==> src/hw/rtl/dab_dual_phase_shift_inner_duty_assert.svh <==
// Assertion macros for the inner duty solver.
`ifndef DAB_DUAL_PHASE_SHIFT_INNER_DUTY_ASSERT_SVH
`define DAB_DUAL_PHASE_SHIFT_INNER_DUTY_ASSERT_SVH
// Implication checked on every clock, off during reset.
`define DAB_ASSERT_IMP(lbl, clk, rst_n, pre, post) \
  lbl: assert property (@(posedge clk) disable iff (!rst_n) (pre) |-> (post)) \
    else $error("assertion failed");
// Next-cycle implication.
`define DAB_ASSERT_NEXT(lbl, clk, rst_n, pre, post) \
  lbl: assert property (@(posedge clk) disable iff (!rst_n) (pre) |=> (post)) \
    else $error("assertion failed");
`endif

==> src/hw/rtl/dab_pkg.sv <==
// Shared constants and types of the inner duty solver.
package dab_pkg;
  localparam int unsigned DutyFracBits = 14;
  localparam logic [16:0] KOne = 17'd65536;
  localparam logic [16:0] KMin = 17'd66;

  typedef enum logic [2:0] {
    REG_TURNS = 3'd0, REG_GAIN = 3'd1, REG_U2MIN = 3'd2, REG_PNMIN = 3'd3,
    REG_D2LO = 3'd4, REG_D2HI = 3'd5, REG_D1LO = 3'd6, REG_D1HI = 3'd7
  } reg_idx_e;

  typedef enum logic [2:0] {
    TRAJ_NONE = 3'd0, TRAJ_R1 = 3'd1, TRAJ_R2 = 3'd2, TRAJ_R3 = 3'd3, TRAJ_R4 = 3'd4
  } traj_e;

  typedef struct packed {
    logic [15:0] turns;
    logic [31:0] gain;
    logic [15:0] u2_min;
    logic [19:0] pn_min;
    logic signed [15:0] d2_lo;
    logic signed [15:0] d2_hi;
    logic signed [15:0] d1_lo;
    logic signed [15:0] d1_hi;
  } cfg_t;
endpackage

==> src/hw/rtl/dab_cfg.sv <==
// Configuration register file.
module dab_cfg (
  input  logic         clk_i,
  input  logic         rst_ni,
  input  logic         cfg_we_i,
  input  logic [2:0]   cfg_idx_i,
  input  logic [31:0]  cfg_data_i,
  output dab_pkg::cfg_t cfg_o
);
  dab_pkg::cfg_t cfg_q;
  assign cfg_o = cfg_q;

  // register writes
  always_ff @(posedge clk_i or negedge rst_ni) begin
    if (!rst_ni) begin
      cfg_q.turns  <= 16'd1024;
      cfg_q.gain   <= 32'd6554;
      cfg_q.u2_min <= 16'd640;
      cfg_q.pn_min <= 20'd16;
      cfg_q.d2_lo  <= 16'sd0;
      cfg_q.d2_hi  <= 16'sd16384;
      cfg_q.d1_lo  <= 16'sd0;
      cfg_q.d1_hi  <= 16'sd16384;
    end else if (cfg_we_i) begin
      unique case (dab_pkg::reg_idx_e'(cfg_idx_i))
        dab_pkg::REG_TURNS: cfg_q.turns  <= cfg_data_i[15:0];
        dab_pkg::REG_GAIN:  cfg_q.gain   <= cfg_data_i;
        dab_pkg::REG_U2MIN: cfg_q.u2_min <= cfg_data_i[15:0];
        dab_pkg::REG_PNMIN: cfg_q.pn_min <= cfg_data_i[19:0];
        dab_pkg::REG_D2LO:  cfg_q.d2_lo  <= cfg_data_i[15:0];
        dab_pkg::REG_D2HI:  cfg_q.d2_hi  <= cfg_data_i[15:0];
        dab_pkg::REG_D1LO:  cfg_q.d1_lo  <= cfg_data_i[15:0];
        default:            cfg_q.d1_hi  <= cfg_data_i[15:0];
      endcase
    end
  end
endmodule

==> config.mk <==
export PLATFORM = sky130hd
export DESIGN_NAME = dab_cfg
export DESIGN_NICKNAME = d
export VERILOG_FILES = /design/src/hw/rtl/dab_dual_phase_shift_inner_duty_assert.svh /design/src/hw/rtl/dab_pkg.sv /design/src/hw/rtl/dab_cfg.sv
export SDC_FILE = /design/constraint.sdc
export NUM_CORES = 1
export LEC_CHECK = 0
export BUFFER_PORTS_ARGS = -buffer_cell sky130_fd_sc_hd__buf_4
export CAP_MARGIN = 20
export CORE_ASPECT_RATIO = 1.2
export CORE_UTILIZATION = 54
export CTS_BUF_LIST = sky130_fd_sc_hd__clkbuf_16
export DETAILED_ROUTE_END_ITERATION = 16
export PLACE_DENSITY = 0.91
export SLEW_MARGIN = 20
export SYNTH_ARGS = -nofsm -noshare
export SYNTH_HDL_FRONTEND = slang
export SYNTH_SLANG_ARGS = --single-unit
==> constraint.sdc <==
create_clock -name clk_i -period 1.29 [get_ports clk_i]
set_clock_uncertainty 0.15 [all_clocks]
set_input_delay 0.0645 -clock clk_i [delete_from_list [all_inputs] [get_ports clk_i]]
set_output_delay 0.0645 -clock clk_i [all_outputs]
set_load 0.01 [all_outputs]
[Yosys cells after proc, flatten, opt, wreduce, memory -nomap -nowiden]
Cells that the tools add are included.
Storage, ports and cells
  bits in registers: 148
  input port bits: 38
  output and inout bits: 148
  logic and storage cells: 25
Cells by class
  eq/ne operators: 6
  bitwise gates (word level): 1
  reductions and logical operators: 10
Operators with widths (number)
  AND reduction 2 bit: 8
  == test 3 bit, second input constant: 3
  OR reduction 7 bit: 1
  == test 3 x 2 -> 1 bit, second input constant: 2
  == test 3 x 1 -> 1 bit, second input constant: 1
  zero test 3 bit: 1
  inverter 1 bit: 1

[Logic depth before layout (Yosys ltp)]
Gate-level depths: netlist of the first run.
  word-level depth: 4
  gate-level depth with buffers: 5
  depth with buffers taken out: 2

[Least setup slack after synthesis of the first run]
Ideal clock, no wire load.
  path kind: in2reg
  from: in cfg_idx_i[2]
  to: reg cfg_q (netlist bit cfg_o[138])
  library setup time: 0.125 ns
  arrival: 1.154 ns
  data required time: 1.015 ns
  slack: -0.139 ns
  stages: 4
  path buffers: 2
  path through: buf_6 nor4b_4 buf_8 mux2_4
Between the ends
  word-level cells in the longest chain between the ends: 2
RTL lines
  from (decl): RTL line dab_cfg.sv:6  | input logic [2:0] cfg_idx_i,
  zero test 3 bit: RTL line dab_cfg.sv:25  | unique case (dab_pkg::reg_idx_e'(cfg_idx_i))
  AND reduction 2 bit (no line)
  to (decl): RTL line dab_cfg.sv:10  | dab_pkg::cfg_t cfg_q;
Every way passes these cells.
A chain may end at the register's enable or synchronous reset.

[Final worst setup path of the first run]
  from: reg cfg_q (netlist bit cfg_o[142])
  to: out cfg_o[142] (netlist bit)
RTL lines
  to (decl): RTL line dab_cfg.sv:8  | output dab_pkg::cfg_t cfg_o
No word-level cell between the ends.

==> results of run 1 <==
area by class of cell:
cell class / instances / share of cell area
Timing Repair Buffer: 244 / 0.2419
Sequential cell: 148 / 0.4353
Tap cell: 126 / 0.01845
Clock buffer: 17 / 0.04979
Clock inverter: 15 / 0.01933
Multi-Input combinational cell: 156 / 0.2352
kinds of logic after synthesis:
kind of cell           count (synthesis)  share of synthesized area
buffers and inverters                 18                    0.02702
DFF                                  148                     0.6531
muxes                                148                     0.3005
and+or+nand+nor                        8                    0.01933
timing repair:
item | in CTS | in global routing
buffers inserted | 3 | 0
hold endpoints to repair | 296 | 22
gates cloned | 0 | 0
resized for setup | 8 | 5
setup endpoints to repair | 10 | 13
layer usage:
layer | wire, um | track usage
met2 | 8418 | 0.5295
met3 | 930 | 0.08167
met4 | 372 | 0.1274
met1 | 6008 | 0.3598
met5 | 0 | 0
stage by stage:
step / instance area, um^2 / utilization / TNS (ns) / hold slack, ns / cells
after floorplan: 5912 / - / -2.640 / -0.3811 / 322
after global placement: 7552 / 0.7470 / -5.187 / -0.1905 / 638
after detailed placement: 7552 / 0.7470 / -6.282 / -0.1895 / 638
after CTS: 8526 / 0.8433 / -0.02498 / -0.06440 / 706
after global routing: 8544 / 0.8452 / -0.1937 / -0.03878 / 706
final: 8544 / 0.8452 / -0.003146 / -0.06238 / 706
power by group through the flow:
stage | logic, mW | clock network, mW | registers [mW]
3_5_place_dp | 3.87 | 0 | 6.43
6_report | 4.08 | 4.98 | 6.45
2_1_floorplan | 1.24 | 0 | 6.80
3_3_place_gp | 3.73 | 0 | 6.38
4_1_cts | 4.05 | 4.99 | 6.40
5_1_grt | 4.34 | 5.25 | 6.54
cell usage in the layout, fill, tap and decap left out:
cell | netlist | final
buf_4 | 0 | 189
dfrtp_1 | 135 | 135
mux2_2 | 136 | 90
mux2_4 | 12 | 58
dlygate4sd3_1 | 0 | 33
clkbuf_16 | 0 | 17
buf_6 | 7 | 14
dfstp_2 | 13 | 13
buf_12 | 0 | 8
clkinv_2 | 0 | 4
clkinvlp_4 | 0 | 4
bufinv_16 | 0 | 3
and4bb_2 | 2 | 2
nand4b_2 | 2 | 2
nand4b_1 | 1 | 1
nor4bb_4 | 0 | 1
nand4_2 | 1 | 1
nor4b_4 | 1 | 1
inv_6 | 0 | 1
clkinv_1 | 0 | 1
inv_1 | 0 | 1
clkinv_4 | 0 | 1
cell usage after synthesis:
library cell / count
and4bb_2: 2
buf_2: 8
buf_6: 7
buf_8: 2
clkbuf_2: 1
dfrtp_1: 135
dfstp_2: 13
mux2_2: 136
mux2_4: 12
nand4_2: 1
nand4b_1: 1
nand4b_2: 2
nor4b_4: 1
nor4bb_1: 1
how the worst max path moves through the flow:
| stage | from | to | cells past startpoint |
|---|---|---|---|
| global placement | cfg_idx_i[1] | cfg_o[138]$_DFFE_PN0P_ | 4 |
| detailed placement | cfg_idx_i[0] | cfg_o[50]$_DFFE_PN0P_ | 4 |
| floorplan | cfg_idx_i[1] | cfg_o[138]$_DFFE_PN0P_ | 4 |
| CTS | cfg_o[142]$_DFFE_PN1P_ | cfg_o[142] | 1 |
| finish | cfg_o[142]$_DFFE_PN1P_ | cfg_o[142] | 1 |
| global route | cfg_o[142]$_DFFE_PN1P_ | cfg_o[142] | 1 |
==> flow_summary.json, run 1 <==
{
  "routed_via_density": 5.390,
  "timing.critical_path.slowest_cell_delay_ns": 0.56,
  "internal_power_mw": 11.25,
  "cts_buffer_depth": 2,
  "dp_worst_setup_slack_ns": -0.1394,
  "dp.final_hpwl_mm": 9.865,
  "maxCapViolCount": 0,
  "rr_worst_depth": 1,
  "max_clock_freq_mhz": 773.3,
  "critPathTopFamily": "flip-flops",
  "drv_slew": 0,
  "finalSetupViolCount": 1,
  "p_sw_frac": 0.2749,
  "syn_area_mm2": 0.005695,
  "cts_tree": "built",
  "timing.final.crit_share": 1.002,
  "critical_path_required_ns": 1.08,
  "cts_root_buffer": "clkbuf_16",
  "cts_sinks": 148,
  "yosysSeqAreaShare": 0.6531,
  "rsz0062_at_grt": "yes",
  "wirelength_mm": 15.73,
  "syn_area_per_cell_um2": 17.69,
  "pwr-share-seq": 0.416,
  "drc": 0,
  "pwr-share-clk": 0.321,
  "antenna_found_initial": 0,
  "drive_gt1_frac": 0.7052,
  "leakage_nw": 4.097,
  "multi_input_area_mm2": 0.002009,
  "synth.area.top_cells": "dfrtp_1, mux2_2, dfstp_2",
  "place_congestion": 0.7752,
  "crit_arrival_ns": 1.08,
  "violations": "hold timing, setup timing",
  "critPathMaxFanout": 2,
  "clk_pin_slew_ns": 0.06,
  "final-seq-area_mm2": 0.003720,
  "first_global_vias": 4109,
  "min_path_type": "input pin to async pin",
  "final.fill_count": 459,
  "drt_iter0_drc": 145,
  "rows": 40,
  "dieArea_mm2": 0.01096,
  "endpoint_kind": "primary output",
  "fp.dieH_um": 114.5,
  "hold_violations": 22,
  "wl_per_cell_um": 22.28,
  "largest_reg_flops": 148,
  "ir_drop_v": 0.001078,
  "io_buffers": 185,
  "finalPower_mw": 15.51,
  "grt.overflow.total": 0,
  "setup_ws_ns": -0.003146,
  "grt_util_all_layers": 0.3072,
  "antenna_left": 0,
  "hold_buffers": 33,
  "vias": 3805,
  "r2r-end": "cfg_o[113]$_DFFE_PN0P_",
  "cp_slowest_cell": "dfstp_2",
  "ios": 186,
  "synth.top_cell.area_share": 0.5931,
  "power_density_mw_per_mm2": 1815,
  "ys_types": 14,
  "criticalPathCategory": "flip-flop to primary output",
  "synth-seq-cells": 148,
  "start_util": 0.5634,
  "status": "finished, violations left",
  "tightest_slew_ns": 0.3079,
  "cts_buffers": 17,
  "grt_pass1_wl_mm": 23.91,
  "synth-warning-count": 0,
  "syn_inst": 322,
  "fin_nets": 605,
  "period_minus_slack_ns": 1.293,
  "synth_largest_area_cell": "dfrtp_1",
  "switchingPower_mw": 4.263,
  "rrSetupSlack_ns": 0.28,
  "p_comb_frac": 0.263,
  "die_w_um": 95.75,
  "insertion_delay_ns": 0.41,
  "drt_pre_antenna_iters": 4,
  "h-tree-depth": 4,
  "grt_max_degree": 35,
  "diodes": 0,
  "syn2layout_area_growth_pct": 50.02,
  "startpoint_type": "flip-flop",
  "regToRegStartpoint": "cfg_o[113]$_DFFE_PN0P_",
  "path_buf_inv": 1,
  "crit_chain": "buf_6",
  "hold_slack_ns": -0.06238,
  "syn_nets": 360,
  "fp.coreArea_mm2": 0.01011,
  "slew_headroom": 0.7947
}
Power figures use the tool's default switching activity.
==> run 2, diff against run 1 <==
CORE_ASPECT_RATIO = default   (was 1.2)
==> run 2 against run 1 <==
The flow finishes with violations (hold timing). Sequential cell count did not move. Count of clock-buffer cells in the layout stayed put. Critical path type unchanged. Cell count rose by 1.1%. Global-route usage is 1.2 points lower. Sequential power hardly changed. Design area down 0.44%. Die area hardly changed. Utilization decreased by 1.7 points. Clock power fell by 9.2%.
==> flow_summary.json, run 2 (synthesis gave the netlist of run 1 again) <==
{
  "timing.critical_path.slowest_cell_delay_ns": 0.56,
  "antenna_found_initial": 0,
  "cp-startpoint": "cfg_o[103]$_DFFE_PN1P_",
  "hold_buffers": 33,
  "status": "finished, violations left",
  "start_util": 0.5542,
  "dieArea_mm2": 0.01096,
  "antenna_left": 0,
  "switchingPower_mw": 4.209,
  "fp.coreArea_mm2": 0.01028,
  "regToRegStartpoint": "cfg_o[111]$_DFFE_PN1P_",
  "wirelength_mm": 15.66,
  "timing.final.crit_share": 0.9973,
  "crit_chain": "buf_6",
  "cts_buffer_depth": 2,
  "startpoint_type": "flip-flop",
  "finalPower_mw": 15.07,
  "critical_path_required_ns": 1.08,
  "diodes": 0,
  "fin_nets": 603,
  "endpoint_kind": "primary output",
  "wl_per_cell_um": 21.94,
  "drc": 0,
  "drt_pre_antenna_iters": 4,
  "violations": "hold timing",
  "min_path_type": "input pin to async pin",
  "grt_util_all_layers": 0.2951,
  "final.fill_count": 502,
  "p_comb_frac": 0.272,
  "hold_slack_ns": -0.05936,
  "grt.overflow.total": 0,
  "final_common_cell": "buf_4",
  "mostFrequentLayoutCells": "buf_4, dfrtp_1, mux2_2, mux2_4, dlygate4sd3_1",
  "drt_iter0_drc": 169,
  "period_minus_slack_ns": 1.286,
  "cts_buffers": 17,
  "rrSetupSlack_ns": 0.28,
  "internal_power_mw": 10.86,
  "multi_input_area_mm2": 0.002009,
  "final-seq-area_mm2": 0.003720,
  "cts_root_buffer": "clkbuf_16",
  "clk_pin_slew_ns": 0.06,
  "p_sw_frac": 0.2793,
  "drv_slew": 0,
  "io_buffers": 185,
  "die_w_um": 104.7,
  "dp.final_hpwl_mm": 9.528,
  "criticalPathCategory": "flip-flop to primary output",
  "critPathTopFamily": "flip-flops",
  "slew_headroom": 0.8203,
  "rsz0062_at_grt": "yes",
  "critPathMaxFanout": 2,
  "ios": 186,
  "drive_gt1_frac": 0.7042,
  "maxCapViolCount": 0,
  "syn2layout_area_growth_pct": 49.36,
  "placedCellCount": 645,
  "power_density_mw_per_mm2": 1771,
  "finalNonFillerCells": 714,
  "hold_violations": 19,
  "tightest_slew_ns": 0.2691,
  "vias": 3817,
  "setup_tns_ns": 0,
  "finalSetupViolCount": 0,
  "pwr-share-seq": 0.428,
  "path_buf_inv": 1,
  "insertion_delay_ns": 0.41,
  "grt_pass1_wl_mm": 23.93,
  "rows": 37,
  "place_congestion": 0.7787,
  "cp_slowest_cell": "dfstp_2",
  "crit_arrival_ns": 1.07,
  "largest_reg_flops": 148,
  "ir_drop_v": 0.001105,
  "pwr-share-clk": 0.300,
  "routed_via_density": 5.346,
  "max_clock_freq_mhz": 777.3,
  "grt_max_degree": 49,
  "fp.dieH_um": 104.7,
  "first_global_vias": 4132,
  "cts_tree": "built",
  "h-tree-depth": 4,
  "cts_sinks": 148,
  "leakage_nw": 4.071
}
run 2: cell types whose count changed in the layout (fill, tap and decap cells not counted), sizes merged:
cell	before	now
bufinv	3	1
buf	211	209
inv	2	3
clkinvlp	4	5
run 2: path summary, 6_finish.rpt:
check,to,cells past startpoint
max,cfg_o[103],1
min,cfg_o[118]$_DFFE_PN0P_,2
max reg2reg,cfg_o[111]$_DFFE_PN1P_,2
min reg2reg,cfg_o[23]$_DFFE_PN0P_,1
max in group asynchronous,cfg_o[103]$_DFFE_PN1P_,3
min in group clk_i,cfg_o[54]$_DFFE_PN0P_,4
run 2: layer usage:
metal,vias to the layer above,global-route usage,share of wire
li1,1635,-,-
met1,1971,0.3660,0.40
met2,186,0.5028,0.51
met3,25,0.07486,0.063
met4,0,0.1056,0.022
met5,-,0,0
run 2: what timing repair did:
action / CTS / global route
setup buffers: 2 / 2
hold endpoints to repair: 296 / 19
setup endpoints to repair: 7 / 13
resized for setup: 5 / 8
run 2: power groups by stage:
stage | clock (mW) | combinational (mW) | sequential, mW
3_5_place_dp | 0 | 3.86 | 6.43
5_1_grt | 4.77 | 4.31 | 6.54
3_3_place_gp | 0 | 3.73 | 6.38
4_1_cts | 4.56 | 4.02 | 6.39
6_report | 4.52 | 4.09 | 6.45
2_1_floorplan | 0 | 1.24 | 6.80
run 2: through the flow:
step / hold slack [ns] / cell area, um^2 / worst slack (ns) / utilization
after floorplan: -0.3811 / 5912 / -0.1346 / -
after global placement: -0.2130 / 7555 / -0.09723 / 0.7351
after detailed placement: -0.2118 / 7555 / -0.1488 / 0.7351
after CTS: -0.07626 / 8462 / -0.007687 / 0.8234
after global routing: -0.05327 / 8507 / -0.02334 / 0.8277
final: -0.05936 / 8507 / 0.003542 / 0.8277
run 2: cell type report:
type | instances | area share
Clock buffer | 17 | 0.05001
Multi-Input combinational cell | 156 | 0.2362
Sequential cell | 148 | 0.4373
Clock inverter | 15 | 0.01383
Tap cell | 136 | 0.02000
Timing Repair Buffer | 242 | 0.2427
==> run 3, diff against run 2 <==
ABC_CLOCK_PERIOD_IN_PS = 1290   (was default)
CORE_UTILIZATION = 35   (was 54)
PLACE_DENSITY = 0.66   (was 0.91)
==> run 3 against run 2 <==
The run still ends with hold timing left. Utilization fell by 28 points. Combinational power fell by 2%. Critical path type unchanged. Sequential share of layout area fell by 0.65 points. Design area rose by 1.5%. Hold slack improved by 0.037 ns. Clock power fell by 3%. Worst setup slack improved by 0.0093 ns.
==> flow_summary.json, run 3 (synthesis gave the netlist of run 1 again) <==
{
  "cts_root_buffer": "clkbuf_16",
  "switchingPower_mw": 3.933,
  "final.fill_count": 1333,
  "syn2layout_area_growth_pct": 51.63,
  "rsz0062_at_grt": "yes",
  "grt.overflow.total": 0,
  "critPathMaxFanout": 2,
  "place_congestion": 0.7216,
  "violations": "hold timing",
  "crit_chain": "buf_6",
  "critPathTopFamily": "flip-flops",
  "antenna_left": 0,
  "hold_slack_ns": -0.02252,
  "largest_reg_flops": 148,
  "drc": 0,
  "drt_pre_antenna_iters": 3,
  "wl_met3_mm": 1.145,
  "ir_drop_v": 0.0008461,
  "dpl-instance-area_mm2": 0.007702,
  "tightest_slew_ns": 0.3640,
  "drv_slew": 0,
  "fin_nets": 606,
  "grt_util_all_layers": 0.1832,
  "status": "finished, violations left",
  "dp_worst_setup_slack_ns": -0.1586,
  "insertion_delay_ns": 0.41,
  "io_buffers": 185,
  "cts_buffer_depth": 2,
  "criticalPathCategory": "flip-flop to primary output",
  "endpoint_kind": "primary output",
  "cts_tree": "built",
  "internal_power_mw": 10.83,
  "setup_tns_ns": 0,
  "path_buf_inv": 1,
  "clk_pin_slew_ns": 0.06,
  "utilization": 0.5436,
  "fin_area_mm2": 0.008636,
  "top_layer_used": "met4",
  "setup_ws_ns": 0.01282,
  "wirelength_mm": 14.44,
  "die_w_um": 129.6,
  "critical_path_required_ns": 1.08,
  "crit_arrival_ns": 1.06,
  "period_minus_slack_ns": 1.277,
  "fp.coreArea_mm2": 0.01589,
  "p_comb_frac": 0.272,
  "grt_pass1_wl_mm": 22.49,
  "rows": 46,
  "start_util": 0.3585,
  "final_common_cell": "buf_4",
  "leakage_nw": 4.092,
  "cts_sinks": 148,
  "power_density_mw_per_mm2": 1709,
  "timing.critical_path.slowest_cell_delay_ns": 0.54,
  "finalSetupViolCount": 0,
  "wl_per_cell_um": 18.12,
  "pwr-share-seq": 0.431,
  "max_clock_freq_mhz": 783.0,
  "cp_slowest_cell": "dfstp_2",
  "drive_gt1_frac": 0.6988,
  "timing.final.crit_share": 0.9901,
  "p_sw_frac": 0.2665,
  "mostFrequentLayoutCells": "buf_4, dfrtp_1, mux2_2, mux2_4, dlygate4sd3_1",
  "pwr-share-clk": 0.297,
  "diodes": 0,
  "drt_iter0_drc": 96,
  "dieArea_mm2": 0.01679,
  "cts_buffers": 17,
  "dp.final_hpwl_mm": 9.979,
  "antenna_found_initial": 0,
  "wl_met2_mm": 7.089,
  "met1_length_mm": 6.063,
  "grt_max_degree": 38,
  "slew_headroom": 0.7573,
  "h-tree-depth": 4,
  "routed_via_density": 4.570,
  "maxCapViolCount": 0,
  "ios": 186,
  "vias": 3642,
  "min_path_type": "input pin to async pin",
  "fp.dieH_um": 129.6,
  "first_global_vias": 4001,
  "startpoint_type": "flip-flop",
  "hold_violations": 23
}
[run 3: timing repair]
item	in CTS	in global routing
hold buffers	33	0
pin swaps	0	0
setup buffers	4	0
endpoints found under the hold margin	296	0
gates resized for setup	6	7
setup endpoints to repair	9	13
[run 3: path summary, 6_finish.rpt]
path / startpoint / to / slack (ns) / cells past startpoint
worst max-delay path: cfg_o[107]$_DFFE_PN1P_ / cfg_o[107] / 0.01 / 1
worst min-delay path: rst_ni / cfg_o[38]$_DFFE_PN0P_ / -0.02 / 2
worst max register to register: cfg_o[142]$_DFFE_PN1P_ / cfg_o[142]$_DFFE_PN1P_ / 0.32 / 2
worst min register to register: cfg_o[0]$_DFFE_PN0P_ / cfg_o[0]$_DFFE_PN0P_ / 0.35 / 1
max in group asynchronous: rst_ni / cfg_o[111]$_DFFE_PN1P_ / 0.42 / 3
min in group clk_i: cfg_idx_i[2] / cfg_o[147]$_DFFE_PN0P_ / 0.07 / 4
[run 3: metal layers]
metal,GRT usage,vias to the layer above
met3,0.07556,14
met4,0.05951,0
met2,0.2973,120
met5,0,-
met1,0.2213,1864
li1,-,1644
[run 3: power by group through the flow]
| stage | Sequential, mW | Clock (mW) | Combinational, mW |
|---|---|---|---|
| 2_1_floorplan | 6.80 | 0 | 1.24 |
| 3_3_place_gp | 6.36 | 0 | 3.82 |
| 3_5_place_dp | 6.39 | 0 | 3.91 |
| 4_1_cts | 6.35 | 4.50 | 4.05 |
| 5_1_grt | 6.49 | 4.68 | 4.31 |
| 6_report | 6.36 | 4.39 | 4.02 |
[run 3: cell type report]
type	count	area [um^2]	area share
flip-flops and latches	148	3720	0.4307
well taps	216	270.3	0.03130
clock buffers	17	425.4	0.04926
clock inverters	15	98.84	0.01145
repair buffers	245	2112	0.2446
multi-input cells	156	2009	0.2327
[run 3: per-stage QoR]
step | power, mW | cells | hold slack (ns)
final | 14.76 | 797 | -0.02252
after global routing | 15.48 | 797 | 0.004077
after CTS | 14.90 | 797 | -0.04214
after detailed placement | 10.30 | 728 | -0.1566
after global placement | 10.19 | 728 | -0.1607
after floorplan | 8.042 | 322 | -0.3811
